<file path="config.mk">
export PLATFORM = sky130hd
export DESIGN_NAME = wiggle_trace_span_raster_core
export DESIGN_NICKNAME = d
export VERILOG_FILES = /design/src/sv/wtsr_pkg.sv /design/src/sv/wiggle_trace_span_raster_core.sv /design/src/sv/wtsr_queue.sv /design/src/sv/wtsr_front.sv /design/src/sv/wtsr_back.sv
export SDC_FILE = /design/constraint.sdc
export NUM_CORES = 2
export LEC_CHECK = 0
export BUFFER_PORTS_ARGS = -buffer_cell sky130_fd_sc_hd__buf_2
export CAP_MARGIN = 20
export CORE_ASPECT_RATIO = 1.1
export CORE_MARGIN = 2
export CORE_UTILIZATION = 60
export DETAILED_ROUTE_END_ITERATION = 10
export PLACE_DENSITY = 0.85
export SLEW_MARGIN = 20
export SYNTH_ARGS = -nofsm -noshare
export SYNTH_HDL_FRONTEND = slang
export SYNTH_HIERARCHICAL = 1
export SYNTH_SLANG_ARGS = --single-unit
</file>
<file path="constraint.sdc">
create_clock -name clk -period 24.1 [get_ports clk]
set_input_delay 2.41 -clock clk [delete_from_list [all_inputs] [get_ports clk]]
set_output_delay 2.41 -clock clk [all_outputs]
set_load 0.05 [all_outputs]
</file>
<file path="src/sv/wtsr_pkg.sv">
// shared types and constants for the wiggle trace span rasterizer
package wtsr_pkg;

  localparam int unsigned MAX_WIDTH_DEF  = 8192;
  localparam int unsigned MAX_HEIGHT_DEF = 8192;

  localparam int unsigned QUEUE_DEPTH = 4;
  localparam int unsigned QUEUE_PTR_W = $clog2(QUEUE_DEPTH);

  localparam int unsigned CFG_INDEX_W = 3;
  localparam int unsigned CFG_DATA_W  = 16;

  localparam int unsigned DEFL_W  = 14;
  localparam int unsigned COORD_W = 18;

  typedef enum logic [CFG_INDEX_W-1:0] {
    REG_PIXEL_SCALE      = 3'd0,
    REG_FILL_MODE        = 3'd1,
    REG_REVERSE_POLARITY = 3'd2,
    REG_CLIP_REACH       = 3'd3,
    REG_RASTER_WIDTH     = 3'd4
  } cfg_reg_t;

  localparam logic [1:0] FILL_WIGGLE  = 2'd0;
  localparam logic [1:0] FILL_POS     = 2'd1;
  localparam logic [1:0] FILL_NEG     = 2'd2;
  localparam logic [1:0] FILL_NEG_ALT = 2'd3;

  localparam logic [15:0] PIXEL_SCALE_RST  = 16'd4096;
  localparam logic [1:0]  FILL_MODE_RST    = FILL_WIGGLE;
  localparam logic        REVERSE_RST      = 1'b0;
  localparam logic [12:0] CLIP_REACH_RST   = 13'd16;
  localparam logic [13:0] RASTER_WIDTH_RST = 14'd8192;

  typedef struct packed {
    logic [15:0] pixel_scale;
    logic [1:0]  fill_mode;
    logic        reverse_polarity;
    logic [12:0] clip_reach;
    logic [13:0] raster_width;
  } cfg_t;

  typedef struct packed {
    logic [7:0]  sample_here;
    logic [7:0]  sample_next;
    logic [7:0]  fraction;
    logic [12:0] center_x;
    logic        past_end;
    logic        row_last;
  } item_t;

  typedef struct packed {
    logic [12:0] span_row;
    logic [12:0] span_start;
    logic [13:0] span_length;
    logic        span_draw;
    logic        span_last;
  } span_t;

  typedef struct packed {
    logic signed [DEFL_W-1:0] held_defl;
    logic signed [DEFL_W-1:0] held_ext;
    logic signed [DEFL_W-1:0] cur_defl;
    logic [12:0]              center_x;
    logic [12:0]              held_row;
    logic [12:0]              cur_row;
    logic                     has_held;
    logic                     has_cur;
  } entry_t;

  typedef struct packed {
    logic signed [DEFL_W-1:0] defl;
    logic signed [DEFL_W-1:0] ext;
    logic [12:0]              center_x;
    logic [12:0]              row;
    logic                     last;
  } job_t;

endpackage

</file>
<file path="src/sv/wiggle_trace_span_raster_core.sv">
// top level of the wiggle trace span rasterizer: config registers, front, queue, back
// path: front stages s1, s2, row queue, back stage p, span output register
// throughput: one row per cycle in the front unless the queue is full, one span beat
// per cycle from the back unless stalled; the 4-entry row queue absorbs the difference
// reset (synchronous): registers to defaults, no row pending, row counter zero, queue empty
module wiggle_trace_span_raster_core
  import wtsr_pkg::*;
#(
  parameter int unsigned MAX_WIDTH  = MAX_WIDTH_DEF,
  parameter int unsigned MAX_HEIGHT = MAX_HEIGHT_DEF
) (
  input  logic                   clk,
  input  logic                   rst,
  input  logic                   cfg_write,
  input  logic [CFG_INDEX_W-1:0] cfg_index,
  input  logic [CFG_DATA_W-1:0]  cfg_data,
  input  logic                   item_valid,
  output logic                   item_stall,
  input  item_t                  item,
  output logic                   span_valid,
  input  logic                   span_stall,
  output span_t                  span
);

  cfg_t   cfg;
  logic   q_push, q_full, q_pop, q_empty;
  entry_t q_entry, q_head;

  always_ff @(posedge clk) begin
    if (rst) begin
      cfg.pixel_scale      <= PIXEL_SCALE_RST;
      cfg.fill_mode        <= FILL_MODE_RST;
      cfg.reverse_polarity <= REVERSE_RST;
      cfg.clip_reach       <= CLIP_REACH_RST;
      cfg.raster_width     <= RASTER_WIDTH_RST;
    end else if (cfg_write) begin
      case (cfg_reg_t'(cfg_index))
        REG_PIXEL_SCALE:      cfg.pixel_scale      <= cfg_data;
        REG_FILL_MODE:        cfg.fill_mode        <= cfg_data[1:0];
        REG_REVERSE_POLARITY: cfg.reverse_polarity <= cfg_data[0];
        REG_CLIP_REACH:       cfg.clip_reach       <= cfg_data[12:0];
        REG_RASTER_WIDTH:     cfg.raster_width     <= cfg_data[13:0];
        default: begin
        end
      endcase
    end
  end

  wtsr_front #(
    .MAX_HEIGHT(MAX_HEIGHT)
  ) u_front (
    .clk       (clk),
    .rst       (rst),
    .cfg       (cfg),
    .item_valid(item_valid),
    .item_stall(item_stall),
    .item      (item),
    .q_full    (q_full),
    .q_push    (q_push),
    .q_entry   (q_entry)
  );

  wtsr_queue u_queue (
    .clk       (clk),
    .rst       (rst),
    .push      (q_push),
    .push_entry(q_entry),
    .full      (q_full),
    .pop       (q_pop),
    .head      (q_head),
    .empty     (q_empty)
  );

  wtsr_back #(
    .MAX_WIDTH(MAX_WIDTH)
  ) u_back (
    .clk       (clk),
    .rst       (rst),
    .cfg       (cfg),
    .q_empty   (q_empty),
    .q_head    (q_head),
    .q_pop     (q_pop),
    .span_valid(span_valid),
    .span_stall(span_stall),
    .span      (span)
  );

  a_queue_no_overflow: assert property (@(posedge clk) disable iff (rst)
    q_push |-> !q_full)
    else $error("row queue written while full");

  a_queue_no_underflow: assert property (@(posedge clk) disable iff (rst)
    q_pop |-> !q_empty)
    else $error("row queue read while empty");

  a_span_nonempty: assert property (@(posedge clk) disable iff (rst)
    span_valid |-> (span.span_draw && span.span_length != 14'd0))
    else $error("span beat with no pixels");

  a_reset_quiet: assert property (@(posedge clk)
    rst |=> !span_valid)
    else $error("span beat right after reset");

endmodule

</file>
<file path="src/sv/wtsr_queue.sv">
// small fifo of classified rows between front and back
module wtsr_queue
  import wtsr_pkg::*;
(
  input  logic   clk,
  input  logic   rst,
  input  logic   push,
  input  entry_t push_entry,
  output logic   full,
  input  logic   pop,
  output entry_t head,
  output logic   empty
);

  entry_t                 slots [QUEUE_DEPTH];
  logic [QUEUE_PTR_W-1:0] wr_ptr;
  logic [QUEUE_PTR_W-1:0] rd_ptr;
  logic [QUEUE_PTR_W:0]   count;

  assign full  = (count == (QUEUE_PTR_W+1)'(QUEUE_DEPTH));
  assign empty = (count == '0);
  assign head  = slots[rd_ptr];

  always_ff @(posedge clk) begin
    if (push) begin
      slots[wr_ptr] <= push_entry;
    end
  end

  always_ff @(posedge clk) begin
    if (rst) begin
      wr_ptr <= '0;
      rd_ptr <= '0;
      count  <= '0;
    end else begin
      if (push) begin
        wr_ptr <= wr_ptr + 1'b1;
      end
      if (pop) begin
        rd_ptr <= rd_ptr + 1'b1;
      end
      if (push && !pop) begin
        count <= count + 1'b1;
      end else if (pop && !push) begin
        count <= count - 1'b1;
      end
    end
  end

endmodule

</file>
<file path="src/sv/wtsr_front.sv">
// front end: accepts rows, computes deflection and extension, queues span work
module wtsr_front
  import wtsr_pkg::*;
#(
  parameter int unsigned MAX_HEIGHT = MAX_HEIGHT_DEF
) (
  input  logic   clk,
  input  logic   rst,
  input  cfg_t   cfg,
  input  logic   item_valid,
  output logic   item_stall,
  input  item_t  item,
  input  logic   q_full,
  output logic   q_push,
  output entry_t q_entry
);

  localparam int unsigned ROW_W = $clog2(MAX_HEIGHT);
  localparam logic [ROW_W-1:0] RowTop = ROW_W'(MAX_HEIGHT - 1);

  // stage 1
  logic               s1_valid;
  logic signed [16:0] s1_operand;
  logic               s1_past;
  logic [12:0]        s1_center;
  logic               s1_last;

  // stage 2
  logic               s2_valid;
  logic signed [33:0] s2_product;
  logic               s2_past;
  logic [12:0]        s2_center;
  logic               s2_last;

  // row state
  logic signed [DEFL_W-1:0] held_defl;
  logic                     held_valid;
  logic [ROW_W-1:0]         row_count;

  logic s1_ready, s2_ready, s1_fire, s2_fire, item_accept;

  logic signed [8:0]  here_off;
  logic signed [8:0]  step;
  logic signed [17:0] frac_term;
  logic signed [17:0] interp;
  logic signed [16:0] operand_next;

  logic                     neg;
  logic [33:0]              mag_full;
  logic [33:0]              rounded;
  logic [DEFL_W-1:0]        mag;
  logic signed [DEFL_W-1:0] cur_defl;
  logic signed [DEFL_W:0]   defl_gap;
  logic signed [DEFL_W:0]   gap_up;
  logic signed [DEFL_W:0]   gap_down;
  logic signed [DEFL_W-1:0] held_ext;
  logic [ROW_W-1:0]         row_inc;

  assign s2_fire     = s2_valid && !q_full;
  assign s2_ready    = !s2_valid || s2_fire;
  assign s1_fire     = s1_valid && s2_ready;
  assign s1_ready    = !s1_valid || s2_ready;
  assign item_stall  = !s1_ready;
  assign item_accept = item_valid && s1_ready;

  // interpolated sample in q.8, or the bare sample for a past-end row
  always_comb begin
    here_off     = $signed({1'b0, item.sample_here} - 9'd128);
    step         = $signed({1'b0, item.sample_next} - {1'b0, item.sample_here});
    frac_term    = $signed({1'b0, item.fraction}) * step;
    interp       = {here_off[8], here_off, 8'b0} + frac_term;
    operand_next = item.past_end ? {{8{here_off[8]}}, here_off} : interp[16:0];
  end

  always_ff @(posedge clk) begin
    if (item_accept) begin
      s1_operand <= operand_next;
      s1_past    <= item.past_end;
      s1_center  <= item.center_x;
      s1_last    <= item.row_last;
    end
    if (s1_fire) begin
      s2_product <= s1_operand * $signed({1'b0, cfg.pixel_scale});
      s2_past    <= s1_past;
      s2_center  <= s1_center;
      s2_last    <= s1_last;
    end
  end

  // rounding (past-end rows truncate), polarity and joining extension
  always_comb begin
    neg      = s2_product[33];
    mag_full = neg ? -s2_product : s2_product;
    rounded  = mag_full + (34'd1 << 19);
    mag      = s2_past ? mag_full[25:12] : rounded[33:20];
    cur_defl = (neg ^ cfg.reverse_polarity) ? -$signed(mag) : $signed(mag);
    defl_gap = {cur_defl[DEFL_W-1], cur_defl} - {held_defl[DEFL_W-1], held_defl};
    gap_up   = defl_gap + (DEFL_W+1)'(1);
    gap_down = defl_gap - (DEFL_W+1)'(1);
    if (defl_gap < 0) begin
      held_ext = gap_up[DEFL_W-1:0];
    end else if (defl_gap > 0) begin
      held_ext = gap_down[DEFL_W-1:0];
    end else begin
      held_ext = '0;
    end
    row_inc = (row_count == RowTop) ? '0 : row_count + 1'b1;
  end

  assign q_push = s2_fire && (held_valid || s2_last);

  always_comb begin
    q_entry.held_defl = held_defl;
    q_entry.held_ext  = held_ext;
    q_entry.cur_defl  = cur_defl;
    q_entry.center_x  = s2_center;
    q_entry.held_row  = 13'(row_count);
    q_entry.cur_row   = held_valid ? 13'(row_inc) : 13'(row_count);
    q_entry.has_held  = held_valid;
    q_entry.has_cur   = s2_last;
  end

  always_ff @(posedge clk) begin
    if (rst) begin
      s1_valid   <= 1'b0;
      s2_valid   <= 1'b0;
      held_defl  <= '0;
      held_valid <= 1'b0;
      row_count  <= '0;
    end else begin
      if (s1_ready) begin
        s1_valid <= item_valid;
      end
      if (s2_ready) begin
        s2_valid <= s1_valid;
      end
      if (s2_fire) begin
        if (s2_last) begin
          held_defl  <= '0;
          held_valid <= 1'b0;
          row_count  <= '0;
        end else begin
          held_defl  <= cur_defl;
          held_valid <= 1'b1;
          if (held_valid) begin
            row_count <= row_inc;
          end
        end
      end
    end
  end

endmodule

</file>
<file path="src/sv/wtsr_back.sv">
// back end: expands queued rows into spans, applies fill mode and clipping
module wtsr_back
  import wtsr_pkg::*;
#(
  parameter int unsigned MAX_WIDTH = MAX_WIDTH_DEF
) (
  input  logic   clk,
  input  logic   rst,
  input  cfg_t   cfg,
  input  logic   q_empty,
  input  entry_t q_head,
  output logic   q_pop,
  output logic   span_valid,
  input  logic   span_stall,
  output span_t  span
);

  localparam logic [16:0] WidthCap = 17'(MAX_WIDTH);

  logic phase;
  logic sel_cur, entry_done, issue;
  job_t job;

  logic o_ready, p_ready, p_advance;

  logic                      p_valid;
  logic signed [COORD_W-1:0] p_lo;
  logic signed [COORD_W-1:0] p_hi;
  logic signed [COORD_W-1:0] p_len;
  logic signed [COORD_W-1:0] p_xmin;
  logic signed [COORD_W-1:0] p_xmax;
  logic [12:0]               p_row;
  logic                      p_last;

  logic signed [COORD_W-1:0] xs_c, d_c, e_c, de_c;
  logic signed [COORD_W-1:0] g_start, g_end;
  logic signed [COORD_W-1:0] lo_next, hi_next, len_next;
  logic signed [COORD_W-1:0] reach_c, xmin_raw, xmax_raw, w_last;
  logic signed [COORD_W-1:0] xmin_next, xmax_next;
  logic                      width_over;
  logic [13:0]               w_clamped, w_eff;

  logic signed [COORD_W-1:0] c_start, c_len;

  // span selection out of the queue head
  assign sel_cur    = !q_head.has_held || phase;
  assign entry_done = sel_cur || !q_head.has_cur;
  assign o_ready    = !span_valid || !span_stall;
  assign p_ready    = !p_valid || o_ready;
  assign p_advance  = p_valid && o_ready;
  assign issue      = !q_empty && p_ready;
  assign q_pop      = issue && entry_done;

  always_comb begin
    job.defl     = sel_cur ? q_head.cur_defl : q_head.held_defl;
    job.ext      = sel_cur ? '0 : q_head.held_ext;
    job.center_x = q_head.center_x;
    job.row      = sel_cur ? q_head.cur_row : q_head.held_row;
    job.last     = sel_cur || !q_head.has_cur;
  end

  // span geometry by fill mode
  always_comb begin
    xs_c    = $signed({5'b0, job.center_x});
    d_c     = {{(COORD_W-DEFL_W){job.defl[DEFL_W-1]}}, job.defl};
    e_c     = {{(COORD_W-DEFL_W){job.ext[DEFL_W-1]}}, job.ext};
    de_c    = d_c + e_c;
    g_start = xs_c + d_c;
    g_end   = xs_c + de_c;
    if (cfg.fill_mode == FILL_POS && d_c > 0) begin
      g_start = (de_c < 0) ? xs_c + de_c : xs_c;
      g_end   = (e_c > 0) ? xs_c + de_c : xs_c + d_c;
    end else if ((cfg.fill_mode inside {FILL_NEG, FILL_NEG_ALT}) && d_c < 0) begin
      g_start = (de_c > 0) ? xs_c + de_c : xs_c;
      g_end   = (e_c < 0) ? xs_c + de_c : xs_c + d_c;
    end
    if (g_start < g_end) begin
      lo_next  = g_start;
      hi_next  = g_end;
      len_next = g_end - g_start + COORD_W'(1);
    end else begin
      lo_next  = g_end;
      hi_next  = g_start;
      len_next = g_start - g_end + COORD_W'(1);
    end
  end

  // clip window
  always_comb begin
    width_over = {3'b0, cfg.raster_width} > WidthCap;
    w_clamped  = width_over ? WidthCap[13:0] : cfg.raster_width;
    w_eff      = (w_clamped == '0) ? 14'd1 : w_clamped;
    w_last     = $signed({4'b0, w_eff}) - COORD_W'(1);
    reach_c    = $signed({5'b0, cfg.clip_reach});
    xmin_raw   = xs_c - reach_c;
    xmax_raw   = xs_c + reach_c;
    xmin_next  = (xmin_raw < 0) ? '0 : xmin_raw;
    xmax_next  = (xmax_raw > w_last) ? w_last : xmax_raw;
  end

  always_ff @(posedge clk) begin
    if (issue) begin
      p_lo   <= lo_next;
      p_hi   <= hi_next;
      p_len  <= len_next;
      p_xmin <= xmin_next;
      p_xmax <= xmax_next;
      p_row  <= job.row;
      p_last <= job.last;
    end
  end

  always_comb begin
    c_start = p_lo;
    c_len   = p_len;
    if (p_hi < p_xmin) begin
      c_start = p_xmin;
      c_len   = COORD_W'(1);
    end else if (p_lo < p_xmin) begin
      c_start = p_xmin;
      c_len   = p_len - (p_xmin - p_lo);
    end
    if (c_start > p_xmax) begin
      c_start = p_xmax;
      c_len   = COORD_W'(1);
    end else if (c_start + c_len - COORD_W'(1) > p_xmax) begin
      c_len = p_xmax - c_start + COORD_W'(1);
    end
  end

  always_ff @(posedge clk) begin
    if (p_advance) begin
      span.span_row    <= p_row;
      span.span_start  <= c_start[12:0];
      span.span_length <= c_len[13:0];
      span.span_draw   <= (c_len > 0);
      span.span_last   <= p_last;
    end
  end

  always_ff @(posedge clk) begin
    if (rst) begin
      phase      <= 1'b0;
      p_valid    <= 1'b0;
      span_valid <= 1'b0;
    end else begin
      if (issue) begin
        phase <= !entry_done;
      end
      if (p_ready) begin
        p_valid <= issue;
      end
      if (o_ready) begin
        span_valid <= p_valid;
      end
    end
  end

endmodule

</file>
# --- After elaboration in Yosys (flattened, before gate mapping) ---
# Memory sizes are Yosys's and may differ from the RTL's. A register that Yosys moved wholly into a read port is not among the register bits.
# Index checks and enable logic that the tools add are counted.
# Widths: inputs -> output; s select.
op_classes:
  add_sub_neg: 30
  mul: 2
  n_lt_le_gt_ge: 17
  eq_ne: 9
  muxes: 41
  bitwise_logic: 1
  n_reduce_logical: 41
ops:
  columns: ["operator", "n"]
  rows:
  - ["$mux 18", 18]
  - ["$mux 14", 9]
  - ["$sub 18x18->18", 4]
  - ["$mux 13", 5]
  - ["$add 18x2->18 const B", 3]
  - ["$gt 18x18->1", 3]
  - ["$lt 14x1->1 const B", 3]
  - ["$lt 18x14->1", 2]
  - ["$add 34x20->34 const B", 1]
  - ["$mul 17x17->34", 1]
  - ["$mux 34", 1]
  - ["$neg 34->34", 1]
  - ["$add 14x14->15", 2]
  - ["$gt 15x1->1 const B", 2]
  - ["$lt 15x1->1 const B", 2]
  - ["$gt 14x1->1 const B", 2]
  - ["$add 18x18->18", 1]
  - ["$gt 18x1->1 const B", 1]
  - ["$lt 18x18->1", 1]
  - ["$sub 14x18->18", 1]
  - ["$sub 18x2->18 const B", 1]
  - ["$add 17x17->17", 1]
  - ["$mul 9x9->17", 1]
  - ["$mux 17", 1]
  - ["other kinds (32)", 74]
word_totals:
  register_bits: 309
  ram_bits: 332
  inputBits: 63
  word_cells: 178
  n_memories: 1
mem_list:
  columns: ["name", "depth", "word_bits", "read_ports", "rd_ports_with_merged_regs", "write_ports", "line_no", "source"]
  rows:
  - ["u_queue.slots", 4, 83, 1, 1, 1, "wtsr_queue.sv:15", "entry_t slots [QUEUE_DEPTH];"]

# --- Depth between registers and ports, before layout ---
logic_depth:
  ltp_word: 11
  depth_mapped: 39
  depth_no_buf: 35

# --- Modules after synthesis ---
# The synthesis kept the hierarchy.
by_module_without_submodules:
  columns: ["module", "instances", "cells_each", "area_each_um2"]
  rows:
  - ["wtsr_front", 1, 2152, 19802.7]
  - ["wtsr_back", 1, 2099, 17773.3]
  - ["wtsr_queue", 1, 477, 12406.9]
  - ["wiggle_trace_span_raster_core", 1, 176, 1908.1]

# --- Worst setup path before layout ---
# OpenSTA, ideal clock, no wires.
synth_timing:
  kind: "register to register"
  startpoint: "register u_back/p_xmin[13] (netlist name)"
  endpoint: "register u_back/span[1] (netlist name)"
  arrival_time_ps: 8672
  required_ps: 23834
  path_slack_ps: 15161
  path_stages_with_launch: 37
  n_path_buf: 4
  path_cell_list: "edfxtp_1 inv_1 ha_1 and2_1 nand4_1 or4b_2 a31oi_1 and2_1 clkbuf_1 clkbuf_1 clkbuf_1 nor2_1 a21oi_1 ha_1 inv_1 ha_1 a21o_1 a21oi_1 o21ai_0 a21oi_1 o21bai_1 a41o_1 o41ai_1 o311ai_0 a311o_1 ha_1 nand4_1 nor4_1 a41oi_1 o31a_1 clkbuf_1 o21ai_1 o22ai_1 or4_1 a2111o_1 a2111oi_0 nor2_1"
synth_between:
  elab_chain_cells: 10
  elab_cells_between_ends: 17
  cone_classes: "add/sub (6); order compare (5); mux (6)"
synth_lines:
  columns: ["item", "line_no", "source"]
  rows:
  - ["$sub 14x18->18", "wtsr_back.sv:121", "c_len = p_len - (p_xmin - p_lo);"]
  - ["$sub 18x18->18", "wtsr_back.sv:121", null]
  - ["$mux 18", "wtsr_back.sv:119", "end else if (p_lo < p_xmin) begin"]
  - ["$mux 18", "wtsr_back.sv:116", "if (p_hi < p_xmin) begin"]
  - ["$add 18x18->18", "wtsr_back.sv:126", "end else if (c_start + c_len - COORD_W'(1) > p_xmax) begin"]
  - ["$sub 18x2->18", "wtsr_back.sv:126", null]
  - ["$gt 18x18->1", "wtsr_back.sv:126", null]
  - ["$mux 18", "wtsr_back.sv:126", null]
  - ["$mux 18 (*)", "wtsr_back.sv:123", "if (c_start > p_xmax) begin"]
  - ["named net u_back.c_len[8]", "wtsr_back.sv:43", "logic signed [COORD_W-1:0] c_start, c_len;"]
  - ["$gt 18x1->1 (*)", "wtsr_back.sv:136", "span.span_draw <= (c_len > 0);"]
# The timed path passes the listed nets; every way through them passes the cells marked *.
# A chain may end at the register's enable or synchronous reset.

==> key figures <==
Outcome
  • Run status: finished, final reports clean

CTS
  • Setup repair bufs after CTS: 0
  • Cts bufs inserted: 68
  • CTS tree: yes
  • Clk sinks: 636
  • Clock Root Buffer: clkbuf_16
  • Clk Latency, worst-skew pair: 650 ps
  • CTS max path bufs: 3
  • Post-CTS Hold Fix Bufs: 0
  • H-tree levels: 3
  • Post_cts resized: 0
  • Clock transition at path regs: 60 ps

STA
  • Measured slew at the worst slew-check pin: 1120 ps
  • Setup TNS: 0 ps
  • Final Hold Viols: 0
  • Worst Skew: 30.0 ps
  • Crit share post-route: 0.410
  • Final Critical Period: 9890 ps
  • Count of final setup violators: 0
  • Rel. slew slack: 0.254
  • Max Slew Vio Count: 0
  • Fmax: 101 MHz
  • RSZ-0062 raised after global routing: no

Routing
  • Metal3 WL: 8860 microns
  • WL final: 127000 microns
  • Met2 WL: 63900 microns
  • Met1 Routed Length: 47600 microns
  • Top Layer Used: met4
  • Vias: 37500
  • DR WL/cell: 20.6 microns
  • DR vias/cell: 6.09
  • DRC Markers: 0
  • Final antenna-violating net count: 0
  • Initial DRC Count: 3707
  • TritonRoute pass-1 iters: 6

Logic synthesis
  • Synth Register Bits: 636
  • Cells after synthesis: 4904
  • Number of synthesized flops with an enable pin: 548
  • Sequential cell area fraction in the yosys report: 0.351
  • Mapped Nets: 5791
  • Dominant cells by area after synthesis: edfxtp_1 32%, fa_1 14%, ha_1 11%
  • Syn avg cell area: 10.6 sq um
  • Synth async-reset ratio: 0
  • Post-synthesis cell type with the largest combined area: edfxtp_1
  • Yosys top cell area share: 0.317
  • Top_reg_cell synth: edfxtp_1
  • Synth unique cells: 102
  • Mapped Area: 0.0519 sq mm
  • Syn. warnings: 6

Setup path
  • CP Class: flop to flop
  • FF-to-FF path depth: 33
  • CP endpoint kind: flop
  • CP peak stage delay: 1010 ps
  • Worst setup SP type: flop
  • Cell repeated most along the worst path: o21ai_0
  • Crit-path max FO: 47
  • Worst path slowest cell: dfxtp_4
  • Crit path arrival time: 10200 ps
  • Required time worst endpoint: 24420 ps

Cells and area
  • Area growth, synth to finish: 7.56%
  • Ratio of cells with drive above 1 in the final layout: 0.0845
  • Final std cells w/o fill: 6161
  • Nets: 5838
  • # fillers: 6402

Flow run
  • MaxCap Viol Count: 0

Placement
  • IO Port Bufs: 106
  • Dpl cells: 6030
  • Gpl congestion: 1.01
  • HPWL after DPL: 93100 microns

GRT
  • GRT Overall Usage: 0.288
  • Vias in the first global route: 38600
  • Initial antenna violation count: 6
  • Largest net degree at the start of global routing: 81
  • Total congestion overflow: 0
  • First-pass GRT wire length: 203000 microns

Die
  • Initial Util: 0.604
  • Die ar.: 0.0889 sq mm
  • Ports: 107
  • Die Wd: 284 microns
  • Chip height: 312 microns
  • Core area: 0.0860 sq mm
  • Rows: 113

Min path
  • Hold Path Class: flop to flop
  • Hold path depth: 0
-- synthesized netlist by cell type (28+ instances only) --
| cell type | count |
|---|---|
| a21o_1 | 51 |
| xor2_1 | 96 |
| mux2_2 | 28 |
| nor4_1 | 32 |
| xnor2_1 | 138 |
| o21a_1 | 54 |
| nor2_1 | 267 |
| nor3_1 | 64 |
| and2_1 | 187 |
| clkbuf_1 | 114 |
| a211oi_1 | 35 |
| nand2_1 | 421 |
| nand2b_1 | 109 |
| nand3_1 | 62 |
| o21ai_0 | 146 |
| dfxtp_1 | 88 |
| mux2i_1 | 93 |
| a21oi_1 | 210 |
| fa_1 | 368 |
| ha_1 | 456 |
| edfxtp_1 | 548 |
| inv_1 | 706 |
| mux4_2 | 83 |
| nor2b_1 | 41 |
| o21bai_1 | 29 |
| a31oi_1 | 31 |
-- routing by layer --
metal	vias to the layer above	GRT usage
met3	449	0.0409
met4	0	0.150
li1	17000	-
met2	1680	0.500
met1	18400	0.349
met5	-	0
-- through the flow --
step | hold WS (ps) | worst slack (ps) | util | instance area [sq um]
after detailed placement | 405 | 14460 | 0.621 | 53400
after CTS | 419 | 14400 | 0.649 | 55800
after global placement | 403 | 14720 | 0.621 | 53400
final | 417 | 14210 | 0.649 | 55800
after floorplan | 400 | 15160 | - | 51900
after global routing | 428 | 13440 | 0.649 | 55800
-- placed cells by master, fill, tap and decap left out, types with 83 or more instances in the layout --
cell type	count
mux4_2	83
fa_1	368
nand2b_1	109
nand2_1	421
xor2_1	96
and2_1	183
xnor2_1	138
inv_1	707
buf_2	105
nor2_1	266
a21oi_1	210
dfxtp_1	86
edfxtp_1	548
mux2i_1	93
ha_1	456
o21ai_0	145
-- kinds of logic after synthesis --
kind of cell	share of synthesized area
flops	0.351
simple gates	0.129
fa+ha+maj	0.252
other cells	0.000145
buf+inv	0.0652
compound gates	0.103
mux	0.0606
xor+xnor	0.0395
-- worst paths after layout --
check	startpoint	endpoint	slack, ps
max	flop	u_back/p_len[17]$_DFFE_PP_	14210
min	u_front/s1_past$_DFFE_PP_	u_front/s2_past$_DFFE_PP_	420
max reg2reg	flop	u_back/p_len[17]$_DFFE_PP_	14210
min reg2reg	u_front/s1_past$_DFFE_PP_	u_front/s2_past$_DFFE_PP_	420
-- critical path, delay by kind of cell (launching register included) --
family / cells / cell delay [ps]
muxes: 2 / 1050
DFF: 1 / 1010
adders and majority gates: 5 / 1400
buffers and inverters: 5 / 1280
and+or+nand+nor: 5 / 1210
AOI/OAI and AO/OA: 16 / 3570
-- sequential cells by signal (all words and copies together) (netlist names), 2 cells and up, named ones only --
signal,cells
cfg,46
u_back/p_hi,16
u_back/p_len,18
u_back/p_lo,16
u_back/p_row,13
u_back/p_xmax,15
u_back/p_xmin,14
u_back/span,42
u_front/held_defl,14
u_front/row_count,13
u_front/s1_center,13
u_front/s1_operand,17
u_front/s2_center,13
u_front/s2_product,34
u_queue/count,3
u_queue/rd_ptr,2
u_queue/slots,332
u_queue/wr_ptr,2
-- layout make-up --
cell class	count	area, sq um	area share
tap	1150	1440	0.0258
timing repair buffer	133	756	0.0135
antenna	4	10.0	0.000179
clock buffer	82	1790	0.0321
sequential	636	18200	0.327
clock inverter	44	552	0.00989
multi-input combinational	3405	30400	0.544
inverter	707	2650	0.0475
Power is not shown: default switching activity piles up to over one toggle a cycle in this logic, so the estimate is an artifact.
